### src/rtl/ifd_pkg.sv
// Package: widths, codes, register indexes and shared types of the interleaved frame deframer.
`default_nettype none

package ifd_pkg;

    localparam int unsigned BYTE_W  = 8;
    localparam int unsigned LEN_W   = 16;
    localparam int unsigned CNT_W   = 16;
    localparam int unsigned EVT_W   = 3;
    localparam int unsigned PHASE_W = 3;
    localparam int unsigned KIND_W  = 2;

    localparam int unsigned QUEUE_DEPTH = 4;
    localparam int unsigned QPTR_W      = $clog2(QUEUE_DEPTH);

    localparam logic [BYTE_W-1:0] MARKER_BYTE       = 8'h24;
    localparam logic [BYTE_W-1:0] RST_MAX_CHANNEL   = 8'd2;
    localparam logic [LEN_W-1:0]  RST_MAX_LENGTH    = 16'd1600;
    localparam logic [CNT_W-1:0]  RST_ATTEMPT_LIMIT = 16'd10000;

    localparam logic [PHASE_W-1:0] PH_HUNT    = 3'd0;
    localparam logic [PHASE_W-1:0] PH_CHAN    = 3'd1;
    localparam logic [PHASE_W-1:0] PH_LEN_HI  = 3'd2;
    localparam logic [PHASE_W-1:0] PH_LEN_LO  = 3'd3;
    localparam logic [PHASE_W-1:0] PH_PAYLOAD = 3'd4;

    localparam logic [EVT_W-1:0] EV_DATA    = 3'd0;
    localparam logic [EVT_W-1:0] EV_TOKEN   = 3'd1;
    localparam logic [EVT_W-1:0] EV_CHANNEL = 3'd2;
    localparam logic [EVT_W-1:0] EV_LENGTH  = 3'd3;
    localparam logic [EVT_W-1:0] EV_SYNC    = 3'd4;

    localparam logic [KIND_W-1:0] K_DATA  = 2'd0;
    localparam logic [KIND_W-1:0] K_TOKEN = 2'd1;
    localparam logic [KIND_W-1:0] K_CHAN  = 2'd2;
    localparam logic [KIND_W-1:0] K_LEN   = 2'd3;

    localparam int unsigned PADDR_W = 4;
    localparam int unsigned PDATA_W = 32;
    localparam logic [1:0] REG_MAX_CHANNEL   = 2'd0;
    localparam logic [1:0] REG_MAX_LENGTH    = 2'd1;
    localparam logic [1:0] REG_ATTEMPT_LIMIT = 2'd2;

    typedef struct packed {
        logic [KIND_W-1:0] kind;
        logic [BYTE_W-1:0] data;
        logic [BYTE_W-1:0] chan;
        logic              last;
    } t_ifd_rec;

    typedef struct packed {
        logic [BYTE_W-1:0] max_channel;
        logic [LEN_W-1:0]  max_length;
        logic [CNT_W-1:0]  attempt_limit;
    } t_ifd_cfg;

endpackage

`default_nettype wire

### src/rtl/ifd_if.sv
// Interfaces: byte input channel and event output channel.
`default_nettype none

interface ifd_in_if;
    import ifd_pkg::*;
    logic              valid;
    logic              ready;
    logic [BYTE_W-1:0] in_byte;
    modport source (output valid, output in_byte, input ready);
    modport sink (input valid, input in_byte, output ready);
endinterface

interface ifd_out_if;
    import ifd_pkg::*;
    logic              valid;
    logic              ready;
    logic [EVT_W-1:0]  event_res;
    logic [BYTE_W-1:0] data_byte;
    logic [BYTE_W-1:0] frame_channel;
    logic              last_of_frame;
    modport source (output valid, output event_res, output data_byte,
                    output frame_channel, output last_of_frame, input ready);
    modport sink (input valid, input event_res, input data_byte,
                  input frame_channel, input last_of_frame, output ready);
endinterface

`default_nettype wire

### src/rtl/ifd_front.sv
// Front end: header parser that classifies each byte and pushes result records.
`default_nettype none

module ifd_front (
    input  wire               i_clk,
    input  wire               i_rst_n,
    ifd_in_if.sink            i_in,
    input  ifd_pkg::t_ifd_cfg i_cfg,
    input  wire               i_q_full,
    output logic              o_push,
    output ifd_pkg::t_ifd_rec o_rec
);
    import ifd_pkg::*;

    logic [PHASE_W-1:0] r_phase, n_phase;
    logic [BYTE_W-1:0]  r_chan, n_chan;
    logic [BYTE_W-1:0]  r_len_hi, n_len_hi;
    logic [LEN_W-1:0]   r_rem, n_rem;
    logic [LEN_W-1:0]   len;
    logic [BYTE_W-1:0]  b;
    logic               acc;
    logic               push;
    t_ifd_rec           rec;

    assign i_in.ready = !i_q_full;
    assign acc        = i_in.valid && i_in.ready;
    assign b          = i_in.in_byte;
    assign len        = {r_len_hi, b};

    always_comb begin
        n_phase  = r_phase;
        n_chan   = r_chan;
        n_len_hi = r_len_hi;
        n_rem    = r_rem;
        push     = 1'b0;
        rec      = '{kind: K_DATA, data: '0, chan: '0, last: 1'b0};
        case (r_phase)
            PH_CHAN: begin
                if (b > i_cfg.max_channel) begin
                    push     = 1'b1;
                    rec.kind = K_CHAN;
                    rec.chan = b;
                    n_phase  = PH_HUNT;
                end else begin
                    n_chan  = b;
                    n_phase = PH_LEN_HI;
                end
            end
            PH_LEN_HI: begin
                n_len_hi = b;
                n_phase  = PH_LEN_LO;
            end
            PH_LEN_LO: begin
                if (len == '0 || len > i_cfg.max_length) begin
                    push     = 1'b1;
                    rec.kind = K_LEN;
                    rec.chan = r_chan;
                    n_phase  = PH_HUNT;
                end else begin
                    n_rem   = len;
                    n_phase = PH_PAYLOAD;
                end
            end
            PH_PAYLOAD: begin
                push     = 1'b1;
                rec.data = b;
                rec.chan = r_chan;
                if (r_rem <= LEN_W'(1)) begin
                    rec.last = 1'b1;
                    n_rem    = '0;
                    n_phase  = PH_HUNT;
                end else begin
                    n_rem = r_rem - LEN_W'(1);
                end
            end
            default: begin
                if (b == MARKER_BYTE) begin
                    n_phase = PH_CHAN;
                end else begin
                    push     = 1'b1;
                    rec.kind = K_TOKEN;
                    n_phase  = PH_HUNT;
                end
            end
        endcase
    end

    always_ff @(posedge i_clk) begin
        if (!i_rst_n) begin
            r_phase  <= PH_HUNT;
            r_chan   <= '0;
            r_len_hi <= '0;
            r_rem    <= '0;
        end else if (acc) begin
            r_phase  <= n_phase;
            r_chan   <= n_chan;
            r_len_hi <= n_len_hi;
            r_rem    <= n_rem;
        end
    end

    assign o_push = acc && push;
    assign o_rec  = rec;

endmodule

`default_nettype wire

### src/rtl/ifd_queue.sv
// Short record queue between the parser and the event stage.
`default_nettype none

module ifd_queue (
    input  wire               i_clk,
    input  wire               i_rst_n,
    input  wire               i_push,
    input  ifd_pkg::t_ifd_rec i_rec,
    input  wire               i_pop,
    output logic              o_full,
    output logic              o_valid,
    output ifd_pkg::t_ifd_rec o_rec
);
    import ifd_pkg::*;

    t_ifd_rec          r_mem [QUEUE_DEPTH];
    logic [QPTR_W-1:0] r_wr_ptr;
    logic [QPTR_W-1:0] r_rd_ptr;
    logic [QPTR_W:0]   r_count;

    assign o_full  = (r_count == (QPTR_W+1)'(QUEUE_DEPTH));
    assign o_valid = (r_count != '0);
    assign o_rec   = r_mem[r_rd_ptr];

    always_ff @(posedge i_clk) begin
        if (i_push) begin
            r_mem[r_wr_ptr] <= i_rec;
        end
    end

    always_ff @(posedge i_clk) begin
        if (!i_rst_n) begin
            r_wr_ptr <= '0;
            r_rd_ptr <= '0;
            r_count  <= '0;
        end else begin
            if (i_push) begin
                r_wr_ptr <= r_wr_ptr + QPTR_W'(1);
            end
            if (i_pop) begin
                r_rd_ptr <= r_rd_ptr + QPTR_W'(1);
            end
            if (i_push && !i_pop) begin
                r_count <= r_count + (QPTR_W+1)'(1);
            end else if (!i_push && i_pop) begin
                r_count <= r_count - (QPTR_W+1)'(1);
            end
        end
    end

endmodule

`default_nettype wire

### src/rtl/ifd_back.sv
// Back end: attempt counting, event encoding and the output register.
`default_nettype none

module ifd_back (
    input  wire               i_clk,
    input  wire               i_rst_n,
    input  ifd_pkg::t_ifd_cfg i_cfg,
    input  wire               i_q_valid,
    input  ifd_pkg::t_ifd_rec i_rec,
    output logic              o_pop,
    ifd_out_if.source         o_out
);
    import ifd_pkg::*;

    logic              r_valid;
    logic [EVT_W-1:0]  r_event, n_event;
    logic [BYTE_W-1:0] r_data, n_data;
    logic [BYTE_W-1:0] r_chan, n_chan;
    logic              r_last, n_last;
    logic [CNT_W-1:0]  r_count, n_count;
    logic [CNT_W:0]    next_count;
    logic              sync;
    logic              load;

    assign load       = i_q_valid && (!r_valid || o_out.ready);
    assign next_count = {1'b0, r_count} + (CNT_W+1)'(1);
    assign sync       = next_count >= {1'b0, i_cfg.attempt_limit};

    always_comb begin
        n_count = r_count;
        n_event = EV_DATA;
        n_data  = '0;
        n_chan  = i_rec.chan;
        n_last  = 1'b0;
        case (i_rec.kind)
            K_DATA: begin
                n_data = i_rec.data;
                n_last = i_rec.last;
                if (i_rec.last) begin
                    n_count = '0;
                end
            end
            K_TOKEN, K_CHAN, K_LEN: begin
                if (sync) begin
                    n_count = '0;
                    n_event = EV_SYNC;
                    n_chan  = '0;
                end else begin
                    n_count = next_count[CNT_W-1:0];
                    case (i_rec.kind)
                        K_TOKEN: n_event = EV_TOKEN;
                        K_CHAN:  n_event = EV_CHANNEL;
                        default: n_event = EV_LENGTH;
                    endcase
                end
            end
            default: begin
                n_event = EV_DATA;
            end
        endcase
    end

    always_ff @(posedge i_clk) begin
        if (!i_rst_n) begin
            r_valid <= 1'b0;
            r_count <= '0;
        end else begin
            if (load) begin
                r_valid <= 1'b1;
                r_count <= n_count;
            end else if (o_out.ready) begin
                r_valid <= 1'b0;
            end
        end
    end

    always_ff @(posedge i_clk) begin
        if (load) begin
            r_event <= n_event;
            r_data  <= n_data;
            r_chan  <= n_chan;
            r_last  <= n_last;
        end
    end

    assign o_pop               = load;
    assign o_out.valid         = r_valid;
    assign o_out.event_res     = r_event;
    assign o_out.data_byte     = r_data;
    assign o_out.frame_channel = r_chan;
    assign o_out.last_of_frame = r_last;

    a_reject_no_payload: assert property (@(posedge i_clk) disable iff (!i_rst_n)
        r_valid && r_event != EV_DATA |-> r_data == '0 && !r_last)
        else $error("rejection event carries payload");

    a_last_clears_count: assert property (@(posedge i_clk) disable iff (!i_rst_n)
        load && i_rec.kind == K_DATA && i_rec.last |=> r_count == '0)
        else $error("attempt count not cleared after complete frame");

    a_count_steps: assert property (@(posedge i_clk) disable iff (!i_rst_n)
        load && i_rec.kind != K_DATA |=>
        r_count == '0 || r_count == $past(r_count) + CNT_W'(1))
        else $error("attempt count moved by more than one");

    a_sync_no_channel: assert property (@(posedge i_clk) disable iff (!i_rst_n)
        r_valid && r_event == EV_SYNC |-> r_chan == '0 && r_count == '0)
        else $error("sync-lost event with channel or live count");

endmodule

`default_nettype wire

### src/rtl/interleaved_frame_deframer_top.sv
// Top level of the interleaved frame deframer: register port, parser, queue and event stage.
// Accepts one stream byte per cycle unless the queue is full. A byte that gives a result
// (payload byte or rejection) is pushed into a four-entry record queue at the edge it is
// accepted and is then loaded from the queue into the output register; header bytes that
// give no result only advance the parser. The input is held off only while the queue is
// full, which takes five undelivered results while the output side stalls: one on the
// output register and four in the queue. Registers: max_channel at 0x0, max_length at
// 0x4, attempt_limit at 0x8; write them only while no item is in flight.
`default_nettype none

module interleaved_frame_deframer_top (
    input  wire                         i_clk,
    input  wire                         i_rst_n,
    ifd_in_if.sink                      i_in,
    ifd_out_if.source                   o_out,
    input  wire                         psel,
    input  wire                         penable,
    input  wire                         pwrite,
    input  wire [ifd_pkg::PADDR_W-1:0]  paddr,
    input  wire [ifd_pkg::PDATA_W-1:0]  pwdata,
    output logic [ifd_pkg::PDATA_W-1:0] prdata,
    output logic                        pready
);
    import ifd_pkg::*;

    t_ifd_cfg   r_cfg;
    logic       wr_en;
    logic [1:0] reg_idx;
    logic       q_full;
    logic       q_valid;
    logic       push;
    logic       pop;
    t_ifd_rec   push_rec;
    t_ifd_rec   pop_rec;

    assign pready  = 1'b1;
    assign wr_en   = psel && penable && pwrite && pready;
    assign reg_idx = paddr[3:2];

    always_ff @(posedge i_clk) begin
        if (!i_rst_n) begin
            r_cfg.max_channel   <= RST_MAX_CHANNEL;
            r_cfg.max_length    <= RST_MAX_LENGTH;
            r_cfg.attempt_limit <= RST_ATTEMPT_LIMIT;
        end else if (wr_en) begin
            case (reg_idx)
                REG_MAX_CHANNEL:   r_cfg.max_channel   <= pwdata[BYTE_W-1:0];
                REG_MAX_LENGTH:    r_cfg.max_length    <= pwdata[LEN_W-1:0];
                REG_ATTEMPT_LIMIT: r_cfg.attempt_limit <= pwdata[CNT_W-1:0];
                default: begin
                end
            endcase
        end
    end

    always_comb begin
        case (reg_idx)
            REG_MAX_CHANNEL:   prdata = PDATA_W'(r_cfg.max_channel);
            REG_MAX_LENGTH:    prdata = PDATA_W'(r_cfg.max_length);
            REG_ATTEMPT_LIMIT: prdata = PDATA_W'(r_cfg.attempt_limit);
            default:           prdata = '0;
        endcase
    end

    ifd_front u_front (
        .i_clk    (i_clk),
        .i_rst_n  (i_rst_n),
        .i_in     (i_in),
        .i_cfg    (r_cfg),
        .i_q_full (q_full),
        .o_push   (push),
        .o_rec    (push_rec)
    );

    ifd_queue u_queue (
        .i_clk   (i_clk),
        .i_rst_n (i_rst_n),
        .i_push  (push),
        .i_rec   (push_rec),
        .i_pop   (pop),
        .o_full  (q_full),
        .o_valid (q_valid),
        .o_rec   (pop_rec)
    );

    ifd_back u_back (
        .i_clk     (i_clk),
        .i_rst_n   (i_rst_n),
        .i_cfg     (r_cfg),
        .i_q_valid (q_valid),
        .i_rec     (pop_rec),
        .o_pop     (pop),
        .o_out     (o_out)
    );

endmodule

`default_nettype wire
### src/flat_wrapper.sv
// flat-port wrapper written by rule: the top's interface ports become plain ports
module interleaved_frame_deframer_top_flat import ifd_pkg::*;
  (i_clk, i_rst_n, psel, penable, pwrite, paddr, pwdata, prdata, pready, i_in_valid, i_in_in_byte, i_in_ready, o_out_valid, o_out_event_res, o_out_data_byte, o_out_frame_channel, o_out_last_of_frame, o_out_ready);
  ifd_in_if i_in_i ();
  ifd_out_if o_out_i ();
  input  wire i_clk;
  input  wire i_rst_n;
  input  wire psel;
  input  wire penable;
  input  wire pwrite;
  input  wire [ifd_pkg::PADDR_W-1:0] paddr;
  input  wire [ifd_pkg::PDATA_W-1:0] pwdata;
  output logic [ifd_pkg::PDATA_W-1:0] prdata;
  output logic pready;
  input wire logic [$bits(i_in_i.valid)-1:0] i_in_valid;
  input wire logic [$bits(i_in_i.in_byte)-1:0] i_in_in_byte;
  output wire logic [$bits(i_in_i.ready)-1:0] i_in_ready;
  output wire logic [$bits(o_out_i.valid)-1:0] o_out_valid;
  output wire logic [$bits(o_out_i.event_res)-1:0] o_out_event_res;
  output wire logic [$bits(o_out_i.data_byte)-1:0] o_out_data_byte;
  output wire logic [$bits(o_out_i.frame_channel)-1:0] o_out_frame_channel;
  output wire logic [$bits(o_out_i.last_of_frame)-1:0] o_out_last_of_frame;
  input wire logic [$bits(o_out_i.ready)-1:0] o_out_ready;
  assign i_in_i.valid = i_in_valid;
  assign i_in_i.in_byte = i_in_in_byte;
  assign i_in_ready = i_in_i.ready;
  assign o_out_valid = o_out_i.valid;
  assign o_out_event_res = o_out_i.event_res;
  assign o_out_data_byte = o_out_i.data_byte;
  assign o_out_frame_channel = o_out_i.frame_channel;
  assign o_out_last_of_frame = o_out_i.last_of_frame;
  assign o_out_i.ready = o_out_ready;
  interleaved_frame_deframer_top u_core (.i_clk(i_clk), .i_rst_n(i_rst_n), .i_in(i_in_i), .o_out(o_out_i), .psel(psel), .penable(penable), .pwrite(pwrite), .paddr(paddr), .pwdata(pwdata), .prdata(prdata), .pready(pready));
endmodule
### config.mk
export PLATFORM = sky130hd
export DESIGN_NAME = interleaved_frame_deframer_top_flat
export DESIGN_NICKNAME = d
export VERILOG_FILES = /design/src/rtl/ifd_pkg.sv /design/src/rtl/ifd_if.sv /design/src/rtl/ifd_front.sv /design/src/rtl/ifd_queue.sv /design/src/rtl/ifd_back.sv /design/src/rtl/interleaved_frame_deframer_top.sv /design/src/flat_wrapper.sv
export SDC_FILE = /design/constraint.sdc
export NUM_CORES = 1
export LEC_CHECK = 0
export BUFFER_PORTS_ARGS = -buffer_cell sky130_fd_sc_hd__buf_2
export CORE_UTILIZATION = 35
export DETAILED_ROUTE_END_ITERATION = 12
export PLACE_DENSITY = 0.53
export SLEW_MARGIN = 25
export SYNTH_ARGS = -nofsm -noshare
export SYNTH_HDL_FRONTEND = slang
export SYNTH_SLANG_ARGS = --single-unit
### constraint.sdc
create_clock -name i_clk -period 10.8 [get_ports i_clk]
set_input_delay 1.62 -clock i_clk [delete_from_list [all_inputs] [get_ports i_clk]]
set_output_delay 1.62 -clock i_clk [all_outputs]
set_load 0.005 [all_outputs]
==> run_results.csv, run 1 <==
group,metric,value,unit
critical_path,reg2reg_slack,6.02,ns
flow_run,drv_cap,0,
worst_hold_path,hold_path_class,"flip-flop to flip-flop",
finish,nFillCells,2772,
critical_path,cp_slowest_stage_delay,0.93,ns
synth,ys_seq_area_frac,0.490,
cts,post_cts_buffers,0,
cts,clockRootBuffer,"clkbuf_16",
finish,area_growth,12.2,%
pwr,powerDensity,184,nW/um2
pwr,leakagePower,4.27,nW
cts,cts_tree,"built",
synth,synth_flop_cell,"dfxtp_1",
sta,min_period_over_period,0.443,
outcome,status,"finished clean",
floorplanning,die_w,171,um
sta,setup_viol_count_final,0,
sta,fin_setup_tns,0,ns
critical_path,r2r_cells,14,
sta,period_minus_slack,4.78,ns
place,port_buffers,70,
sta,finClkSkew,0.0172,ns
critical_path,r2r_start,"u_core.u_back.r_count[0]$_SDFFE_PN0P_",
grt,grt_overflow,0,
cts,cts_made_buffers,17,
drt,vias,7305,
drt,vias_per_cell,5.16,
floorplanning,die_h,171,um
finish,drive_gt1_frac,0.151,
grt,grt_pass1_wl,38800,um
place,dp_hpwl,16500,um
synth,synth-seq-cells,197,
synth,async_reset_ff_frac,0,
grt,grt_start_max_net_pins,84,
grt,grt_pass1_vias,6971,
finish,fin_cells,1416,
cts,cts_max_path_buffers,2,
finish,final_core_util,0.402,
sta,hold_viol_final,0,
grt,grt_usage,0.174,
floorplanning,rows,61,
synth,synth_cell_types,72,
pwr,ir_worst_vdd,99.8,uV
drt,ant_nets,0,
critical_path,worstPathRequired,11.14,ns
drt,drt_wl_total,24600,um
place,placed_cells,1384,
synth,synth_area_per_cell,10.2,um2
drt,dr.pass1.iters,5,
cts,cts.repair.resized,0,
sta,slew_violations,0,
drt,wl_per_cell,17.4,um
floorplanning,fp.dieArea,29300,um2
synth,synth_edf_count,96,
cts,postCtsHoldBufs,0,
synth,yosys_warnings,0,
critical_path,cp_max_fo,16,
critical_path,criticalPathCategory,"flip-flop to flip-flop",
drt,drc,0,
critical_path,cp.arrival,5.13,ns
synth,syn_area,10000,um2
critical_path,cp-end-kind,"flip-flop",
sta,relSlewSlack,0.348,
floorplanning,coreArea,27900,um2
cts,h-tree-depth,4,
sta,worstMarginPinSlew,0.977,ns
finish,final_nets,1125,
drt,dr.first_iter.drc_count,490,
critical_path,critPathSlowestCell,"a2111oi_4",
critical_path,crit_path_start_kind,"flip-flop",
cts,cts.sinks,197,
finish,diodes,0,
grt,antenna_found_initial,0,
sta,rsz0062_at_grt,"no",
cts,clock_latency,0.44,ns
critical_path,crit_end,"u_core.u_back.r_count[0]$_SDFFE_PN0P_",
floorplanning,io_pins,106,
place,gp_congestion,0.776,
cts,path_clk_slew,0.07,ns
critical_path,path_cells,"ha_1 -> nand3_1 -> or2_2 -> nor2_1 -> and3_1 -> xor2_1 -> ha_1 -> a21o_1 -> a21o_1 -> a211oi_1 -> o21ai_1 -> a2111oi_4 -> nand2_1 -> o31ai_1",
floorplanning,initial_core_util,0.358,
critical_path,crit_start,"u_core.u_back.r_count[0]$_SDFFE_PN0P_",
critical_path,r2r-end,"u_core.u_back.r_count[0]$_SDFFE_PN0P_",
sta,max_freq,209,MHz
synth,synthCells,978,
==> routing by layer <==
| layer | GRT usage | wire length, um |
|---|---|---|
| met5 | 0 | 0 |
| met4 | 0.0582 | 482 |
| met3 | 0.0340 | 1030 |
| met2 | 0.274 | 11200 |
| met1 | 0.239 | 11900 |
==> worst min-delay path by stage <==
stage               depth (start not counted)                                    from                                     end
detailed placement                          2  u_core.u_back.r_count[15]$_SDFFE_PN0P_  u_core.u_back.r_count[15]$_SDFFE_PN0P_
finish                                      2  u_core.u_back.r_count[15]$_SDFFE_PN0P_  u_core.u_back.r_count[15]$_SDFFE_PN0P_
CTS                                         2  u_core.u_back.r_count[15]$_SDFFE_PN0P_  u_core.u_back.r_count[15]$_SDFFE_PN0P_
global route                                2  u_core.u_back.r_count[15]$_SDFFE_PN0P_  u_core.u_back.r_count[15]$_SDFFE_PN0P_
global placement                            2  u_core.u_back.r_count[15]$_SDFFE_PN0P_  u_core.u_back.r_count[15]$_SDFFE_PN0P_
floorplan                                   2  u_core.u_back.r_count[15]$_SDFFE_PN0P_  u_core.u_back.r_count[15]$_SDFFE_PN0P_
==> placed cells by master (no fill, tap or decap), types with 10 or more instances in the layout <==
cell,Yosys,routed
nand2_1,138,138
dfxtp_1,101,101
edfxtp_1,96,96
buf_2,5,70
a21oi_1,68,66
inv_1,56,55
nor2_1,49,48
ha_1,48,48
o21ai_0,38,38
nand3_1,32,32
mux2i_1,28,28
mux4_2,19,19
or3_1,18,18
a22o_1,18,18
conb_1,2,17
clkbuf_16,0,17
nor3_1,16,16
and3_1,15,15
o22ai_1,15,15
nor2b_1,13,13
and2_1,17,13
a21o_1,11,11
xnor2_1,11,11
o211ai_1,10,10
==> sequential cells by signal, summed over array words and instances (netlist names), 2 cells and up, named ones only <==
register and count:
u_core.u_front.r_chan 8, u_core.u_back.o_out.event_res 3, u_core.u_queue.r_count 3, u_core.r_cfg 40
u_core.u_front.r_phase 3, u_core.u_queue.r_wr_ptr 2, u_core.u_back.r_count 16, u_core.u_queue.r_mem 76
u_core.u_queue.r_rd_ptr 2, u_core.u_back.o_out.frame_channel 8, u_core.u_front.r_rem 16, u_core.u_front.r_len_hi 8
u_core.u_back.o_out.data_byte 8
==> stage by stage <==
stage | power (mW) | hold slack (ns) | area [um2] | setup slack [ns]
floorplan | 1.27 | 0.436 | 10100 | 6.50
global placement | 1.41 | 0.445 | 10600 | 5.83
detailed placement | 1.42 | 0.459 | 10600 | 5.76
CTS | 2.09 | 0.470 | 11200 | 5.94
global route | 2.17 | 0.491 | 11200 | 5.54
finish | 2.07 | 0.463 | 11200 | 6.02
==> kinds of logic (layout without fill, tap and decap cells) <==
group	count (synthesis)	in the layout	share of synthesized area
buffers and inverters	121	166	0.0584
AO/OA/AOI/OAI	213	213	0.143
other	2	17	0.000751
adder cells (fa/ha/maj)	50	50	0.0630
AND/OR/NAND/NOR	329	329	0.157
multiplexers	47	47	0.0708
XOR/XNOR	19	19	0.0166
flip-flops	197	197	0.490
==> worst max-delay path: cells and delay by family, from the launching register on <==
family	cells	cell delay (ns)
compound gates	6	2.03
simple gates	5	1.53
fa+ha+maj	2	0.50
flops	1	0.43
xor+xnor	1	0.20
==> layout make-up <==
type,instances,area [um2],share of cell area
Clock inverter,14,205,0.0183
Multi-Input combinational cell,675,4590,0.409
Sequential cell,197,4900,0.437
Clock buffer,18,429,0.0382
Tap cell,378,473,0.0421
Inverter,56,210,0.0187
Timing Repair Buffer,78,410,0.0366
==> synth_stat cells, drive strengths merged (2+ instances only) <==
| library cell | n | area share |
|---|---|---|
| a32o | 7 | 0.0070 |
| o31ai | 4 | 0.0030 |
| a22o | 18 | 0.016 |
| nor3b | 2 | 0.0015 |
| clkbuf | 36 | 0.017 |
| buf | 29 | 0.021 |
| nor2b | 13 | 0.0081 |
| dfxtp | 101 | 0.20 |
| nor4 | 8 | 0.0063 |
| mux2i | 28 | 0.028 |
| nand2 | 138 | 0.052 |
| or3 | 18 | 0.011 |
| mux4 | 19 | 0.043 |
| or4 | 2 | 0.0019 |
| o211ai | 10 | 0.0075 |
| o2bb2ai | 3 | 0.0026 |
| a211oi | 5 | 0.0043 |
| xor2 | 8 | 0.0070 |
| conb | 2 | 0.00075 |
| nor2 | 49 | 0.018 |
| a21oi | 71 | 0.037 |
| nor3 | 18 | 0.010 |
| xnor2 | 11 | 0.0096 |
| o21ai | 42 | 0.023 |
| nand2b | 4 | 0.0025 |
| ha | 48 | 0.060 |
| a31oi | 4 | 0.0025 |
| a21boi | 3 | 0.0034 |
| o221ai | 3 | 0.0026 |
| edfxtp | 96 | 0.29 |
| a2111oi | 3 | 0.0045 |
| nand3 | 32 | 0.016 |
| nand4 | 8 | 0.0056 |
| or2 | 3 | 0.0019 |
| inv | 56 | 0.021 |
| and3 | 16 | 0.010 |
| a21o | 11 | 0.0083 |
| o22ai | 15 | 0.0094 |
| and2 | 17 | 0.011 |
==> report_power, final <==
part | total [mW] | internal [mW] | switching (mW)
registers | 0.932 | 0.891 | 0.0418
clock network | 0.676 | 0.357 | 0.319
logic | 0.458 | 0.183 | 0.275
No activity file was read; power rests on OpenSTA's default activity.
==> run 2, diff against run 1 <==
==> constraint.sdc (replaced) <==
create_clock -name i_clk -period 4.83 [get_ports i_clk]
set_input_delay 0.7245 -clock i_clk [delete_from_list [all_inputs] [get_ports i_clk]]
set_output_delay 0.7245 -clock i_clk [all_outputs]
set_load 0.005 [all_outputs]
==> run 2 against run 1 <==
Net effect: non-clock buffer count is 7 higher; clock skew hardly changed; clock-buffer cell count is 1 lower; worst setup slack worse by 5.3 ns.
==> run_results.csv, run 2 (synthesis results as in run 1) <==
group,metric,value,unit
cts,clock_latency,0.44,ns
sta,rsz0062_at_grt,"no",
pwr,ir_worst_vdd,174,uV
cts,cts_tree,"built",
sta,finClkSkew,0.0176,ns
place,dp_hpwl,16800,um
grt,grt_pass1_wl,39300,um
cts,clockRootBuffer,"clkbuf_16",
finish,final_nets,1132,
finish,drive_gt1_frac,0.155,
finish,diodes,0,
sta,relSlewSlack,0.380,
drt,ant_nets,0,
cts,h-tree-depth,4,
critical_path,r2r-end,"u_core.u_back.r_count[0]$_SDFFE_PN0P_",
flow_run,drv_cap,0,
worst_hold_path,min_to,"u_core.u_back.r_count[15]$_SDFFE_PN0P_",
worst_hold_path,hold_depth,2,
finish,nFillCells,2744,
floorplanning,io_pins,106,
grt,grt_start_max_net_pins,47,
grt,grt_overflow,0,
drt,dr.pass1.iters,5,
floorplanning,die_w,171,um
critical_path,r2r_start,"u_core.u_back.r_count[0]$_SDFFE_PN0P_",
cts,postCtsHoldBufs,0,
worst_hold_path,hold_path_class,"flip-flop to flip-flop",
critical_path,reg2reg_slack,0.67,ns
critical_path,cp.arrival,4.52,ns
critical_path,cp_num_buf_inv,0,
critical_path,crit_cells,14,
pwr,powerDensity,412,nW/um2
drt,wl_per_cell,17.5,um
drt,dr.first_iter.drc_count,613,
critical_path,criticalPathCategory,"flip-flop to flip-flop",
cts,cts.sinks,197,
finish,regArea,4900,um2
finish,area_growth,12.8,%
finish,final_cell_mix,"nand2_1, dfxtp_1, edfxtp_1",
worst_hold_path,hp-start,"u_core.u_back.r_count[15]$_SDFFE_PN0P_",
drt,drc,0,
sta,worstMarginPinSlew,0.928,ns
cts,cts_max_path_buffers,2,
sta,slew_violations,0,
floorplanning,die_h,171,um
cts,cts.repair.resized,0,
finish,largest_register_ffs,76,
drt,drt_wl_total,24900,um
sta,setup_viol_count_final,0,
grt,antenna_found_initial,0,
floorplanning,fp.dieArea,29300,um2
drt,vias_per_cell,5.23,
sta,fin_setup_tns,0,ns
cts,cts_made_buffers,17,
drt,vias,7436,
critical_path,worstPathRequired,5.19,ns
grt,grt_pass1_vias,7131,
critical_path,path_cells,"ha_1 -> nand3_1 -> or2_2 -> nor2_1 -> and3_1 -> xor2_1 -> ha_1 -> a21o_1 -> a21o_1 -> a211oi_1 -> o21ai_1 -> a2111oi_4 -> nand2_1 -> o31ai_1",
grt,grt_usage,0.176,
critical_path,cp_slowest_stage_delay,0.43,ns
finish,top_register,"u_core.u_queue.r_mem",
cts,path_clk_slew,0.09,ns
floorplanning,coreArea,27900,um2
critical_path,crit_path_start_kind,"flip-flop",
sta,min_period_over_period,0.861,
finish,multi_input_area,4590,um2
finish,largestRegisters,"u_core.u_queue.r_mem x76, u_core.r_cfg x40",
floorplanning,rows,61,
sta,hold_viol_final,0,
pwr,total_power,4.65,mW
cts,post_cts_buffers,0,
sta,period_minus_slack,4.16,ns
place,port_buffers,70,
floorplanning,initial_core_util,0.358,
finish,final_common_cell,"nand2_1",
critical_path,cp-end-kind,"flip-flop",
critical_path,cp_max_fo,12,
place,gp_congestion,0.792,
outcome,status,"finished clean",
critical_path,critPathSlowestCell,"dfxtp_1",
pwr,leakagePower,4.30,nW
critical_path,critPathTopFamily,"compound AO/OA/AOI/OAI gates",
sta,max_freq,240,MHz
critical_path,crit_start,"u_core.u_back.r_count[0]$_SDFFE_PN0P_",
critical_path,r2r_cells,14,
-- run 2: worst min-delay path, cell delays in order, from the launching register on --
cell	delay, ns
dfxtp_1	0.32
nand2_1	0.05
a21oi_1	0.05
-- run 2: worst max-delay path by stage --
stage | end | slack (ns)
global placement | u_core.u_back.r_count[0]$_SDFFE_PN0P_ | 0.77
floorplan | u_core.u_back.r_count[3]$_SDFFE_PN0P_ | 1.31
global route | u_core.u_back.r_count[0]$_SDFFE_PN0P_ | 0.38
detailed placement | u_core.u_back.r_count[0]$_SDFFE_PN0P_ | 0.73
CTS | u_core.u_back.r_count[0]$_SDFFE_PN0P_ | 0.71
finish | u_core.u_back.r_count[0]$_SDFFE_PN0P_ | 0.67
-- run 2: final cells by class --
cell class	count	area share
well taps	378	0.0419
repair buffers	85	0.0410
clock buffers	17	0.0377
flip-flops and latches	197	0.435
multi-input cells	675	0.407
clock inverters	15	0.0192
inverters	56	0.0186
-- run 2: where the power goes --
| group | internal, mW | switching, mW | leakage [nW] |
|---|---|---|---|
| Sequential | 1.99 | 0.0737 | 1.71 |
| Combinational | 0.421 | 0.642 | 2.28 |
| Clock | 0.736 | 0.788 | 0.308 |
-- run 2: metal layers --
layer	part of all wire	track usage
met1	0.48	0.239
met2	0.46	0.287
met3	0.042	0.0289
met4	0.016	0.0540
met5	0	0
-- run 2: metrics by stage --
| step | hold slack (ns) | setup WS, ns | std cells | util | cell area (um2) |
|---|---|---|---|---|---|
| after global routing | 0.492 | 0.382 | 1423 | 0.404 | 11300 |
| after detailed placement | 0.457 | 0.735 | 1391 | 0.381 | 10600 |
| after global placement | 0.447 | 0.771 | 1391 | 0.381 | 10600 |
| after CTS | 0.470 | 0.706 | 1423 | 0.404 | 11300 |
| after floorplan | 0.436 | 1.31 | 993 | - | 10100 |
| final | 0.465 | 0.672 | 1423 | 0.404 | 11300 |
==> run 3, diff against run 2 <==
--- a/config.mk
+++ b/config.mk
@@ -6,9 +6,9 @@
 export NUM_CORES = 1
 export LEC_CHECK = 0
 export BUFFER_PORTS_ARGS = -buffer_cell sky130_fd_sc_hd__buf_2
-export CORE_UTILIZATION = 35
+export CORE_UTILIZATION = 49
 export DETAILED_ROUTE_END_ITERATION = 12
-export PLACE_DENSITY = 0.53
+export PLACE_DENSITY = 0.69
 export SLEW_MARGIN = 25
 export SYNTH_ARGS = -nofsm -noshare
 export SYNTH_HDL_FRONTEND = slang
==> run 3 against run 2 <==
Net effect: die area is 28% lower; worst setup slack better by 0.098 ns; fmax is 2.4% higher; critical endpoint unchanged; highest routed layer unchanged.
==> run_results.csv, run 3 (synthesis results as in run 1) <==
group,metric,value,unit
outcome,status,"finished clean",
drt,wl_per_cell,17.4,um
sta,fin_setup_tns,0,ns
sta,period_minus_slack,4.06,ns
cts,h-tree-depth,4,
critical_path,crit_path_start_kind,"flip-flop",
sta,rsz0062_at_grt,"no",
sta,slew_violations,0,
place,dpl_cell_area,10500,um2
finish,drive_gt1_frac,0.152,
critical_path,critPathTopFamily,"compound AO/OA/AOI/OAI gates",
floorplanning,fp.dieArea,21000,um2
pwr,ir_worst_vdd,280,uV
worst_hold_path,hold_path_class,"flip-flop to flip-flop",
finish,design_area,11100,um2
floorplanning,io_pins,106,
sta,max_freq,246,MHz
finish,final_cell_mix,"nand2_1, dfxtp_1, edfxtp_1",
place,port_buffers,70,
sta,relSlewSlack,0.350,
grt,grt_overflow,0,
floorplanning,die_w,145,um
flow_run,drv_cap,0,
drt,ant_nets,0,
place,pre_cts_ws,0.696,ns
critical_path,path_cells,"ha_1 -> nand3_1 -> or2_2 -> nor2_1 -> and3_1 -> xor2_1 -> ha_1 -> a21o_1 -> a21o_1 -> a211oi_1 -> o21ai_1 -> a2111oi_4 -> nand2_1 -> o31ai_1",
finish,final_nets,1131,
critical_path,reg2reg_slack,0.77,ns
grt,grt_pass1_wl,36100,um
worst_hold_path,hp-start,"u_core.u_back.r_count[15]$_SDFFE_PN0P_",
worst_hold_path,hold_depth,2,
grt,grt_usage,0.228,
drt,vias_per_cell,5.70,
sta,finClkSkew,0.0113,ns
place,dp_hpwl,15500,um
finish,diodes,0,
critical_path,r2r-end,"u_core.u_back.r_count[0]$_SDFFE_PN0P_",
finish,top_register,"u_core.u_queue.r_mem",
finish,area_growth,10.9,%
critical_path,cp.arrival,4.40,ns
finish,final_common_cell,"nand2_1",
critical_path,cp_slowest_stage_delay,0.43,ns
place,placed_cells,1277,
cts,clockRootBuffer,"clkbuf_16",
sta,min_period_over_period,0.841,
grt,antenna_found_initial,0,
floorplanning,die_h,145,um
finish,largest_register_ffs,76,
sta,setup_viol_count_final,0,
sta,setup_slack,0.770,ns
cts,cts.repair.resized,0,
drt,drc,0,
critical_path,cp_max_fo,12,
grt,grt_pass1_vias,6895,
critical_path,criticalPathCategory,"flip-flop to flip-flop",
floorplanning,rows,51,
pwr,total_power,4.55,mW
cts,post_cts_buffers,0,
cts,postCtsHoldBufs,0,
cts,cts_max_path_buffers,2,
drt,drt_wl_total,22800,um
drt,dr.first_iter.drc_count,506,
grt,grt_start_max_net_pins,53,
critical_path,worstPathRequired,5.17,ns
cts,path_clk_slew,0.07,ns
pwr,powerDensity,410,nW/um2
sta,hold_viol_final,0,
worst_hold_path,min_to,"u_core.u_back.r_count[15]$_SDFFE_PN0P_",
drt,dr.pass1.iters,7,
critical_path,cp_num_buf_inv,0,
drt,vias,7462,
sta,worstMarginPinSlew,0.975,ns
floorplanning,coreArea,19700,um2
pwr,leakagePower,4.29,nW
critical_path,r2r_start,"u_core.u_back.r_count[0]$_SDFFE_PN0P_",
finish,fin_cells,1309,
critical_path,critPathSlowestCell,"dfxtp_1",
cts,cts.sinks,197,
critical_path,r2r_cells,14,
place,gp_congestion,0.815,
floorplanning,initial_core_util,0.507,
cts,cts_made_buffers,17,
cts,cts_tree,"built",
cts,clock_latency,0.44,ns
critical_path,cp-end-kind,"flip-flop",
finish,largestRegisters,"u_core.u_queue.r_mem x76, u_core.r_cfg x40",
run 3: cell count changes in the layout (fill, tap and decap cells not counted), sizes merged:
cell	before	now
buf	85	84
bufinv	0	1
clkinv	4	3
clkinvlp	0	2
inv	67	65
run 3: where the power goes:
| group | internal, mW | total [mW] | switching (mW) |
|---|---|---|---|
| Sequential | 1.99 | 2.07 | 0.0751 |
| Combinational | 0.421 | 1.05 | 0.630 |
| Clock | 0.745 | 1.43 | 0.688 |
run 3: cell type report:
| type | instances | area [um2] |
|---|---|---|
| Fill cell | 1685 | 8630 |
| Sequential cell | 197 | 4900 |
| Multi-Input combinational cell | 675 | 4590 |
| Timing Repair Buffer | 84 | 455 |
| Clock buffer | 17 | 425 |
| Tap cell | 265 | 332 |
| Inverter | 56 | 210 |
| Clock inverter | 15 | 175 |
run 3: stage by stage:
stage / utilization / hold slack (ns)
after detailed placement: 0.532 / 0.451
after global placement: 0.532 / 0.443
after global routing: 0.563 / 0.479
after CTS: 0.563 / 0.462
final: 0.563 / 0.462
after floorplan: - / 0.436
run 3: layer usage:
| metal | share of wire | up-vias | global-route usage |
|---|---|---|---|
| met5 | 0 | - | 0 |
| met4 | 0.023 | 0 | 0.0825 |
| met3 | 0.064 | 30 | 0.0421 |
| met2 | 0.46 | 271 | 0.351 |
| met1 | 0.46 | 3539 | 0.319 |
| li1 | - | 3622 | - |
run 3: worst max path at each step:
stage,start,cells past startpoint,endpoint
6_report,u_core.u_back.r_count[0]$_SDFFE_PN0P_,14,u_core.u_back.r_count[0]$_SDFFE_PN0P_
3_5_place_dp,i_in_in_byte[5],14,u_core.u_queue.r_count[2]$_SDFFE_PN0P_
2_1_floorplan,u_core.u_back.r_count[0]$_SDFFE_PN0P_,15,u_core.u_back.r_count[3]$_SDFFE_PN0P_
4_1_cts,u_core.u_back.r_count[0]$_SDFFE_PN0P_,14,u_core.u_back.r_count[0]$_SDFFE_PN0P_
5_1_grt,u_core.u_back.r_count[0]$_SDFFE_PN0P_,14,u_core.u_back.r_count[0]$_SDFFE_PN0P_
3_3_place_gp,i_in_in_byte[5],14,u_core.u_queue.r_count[2]$_SDFFE_PN0P_
run 3: worst min-delay path: stages (launching register included):
cell,delay [ns]
dfxtp_1,0.31
nand2_1,0.05
a21oi_1,0.05
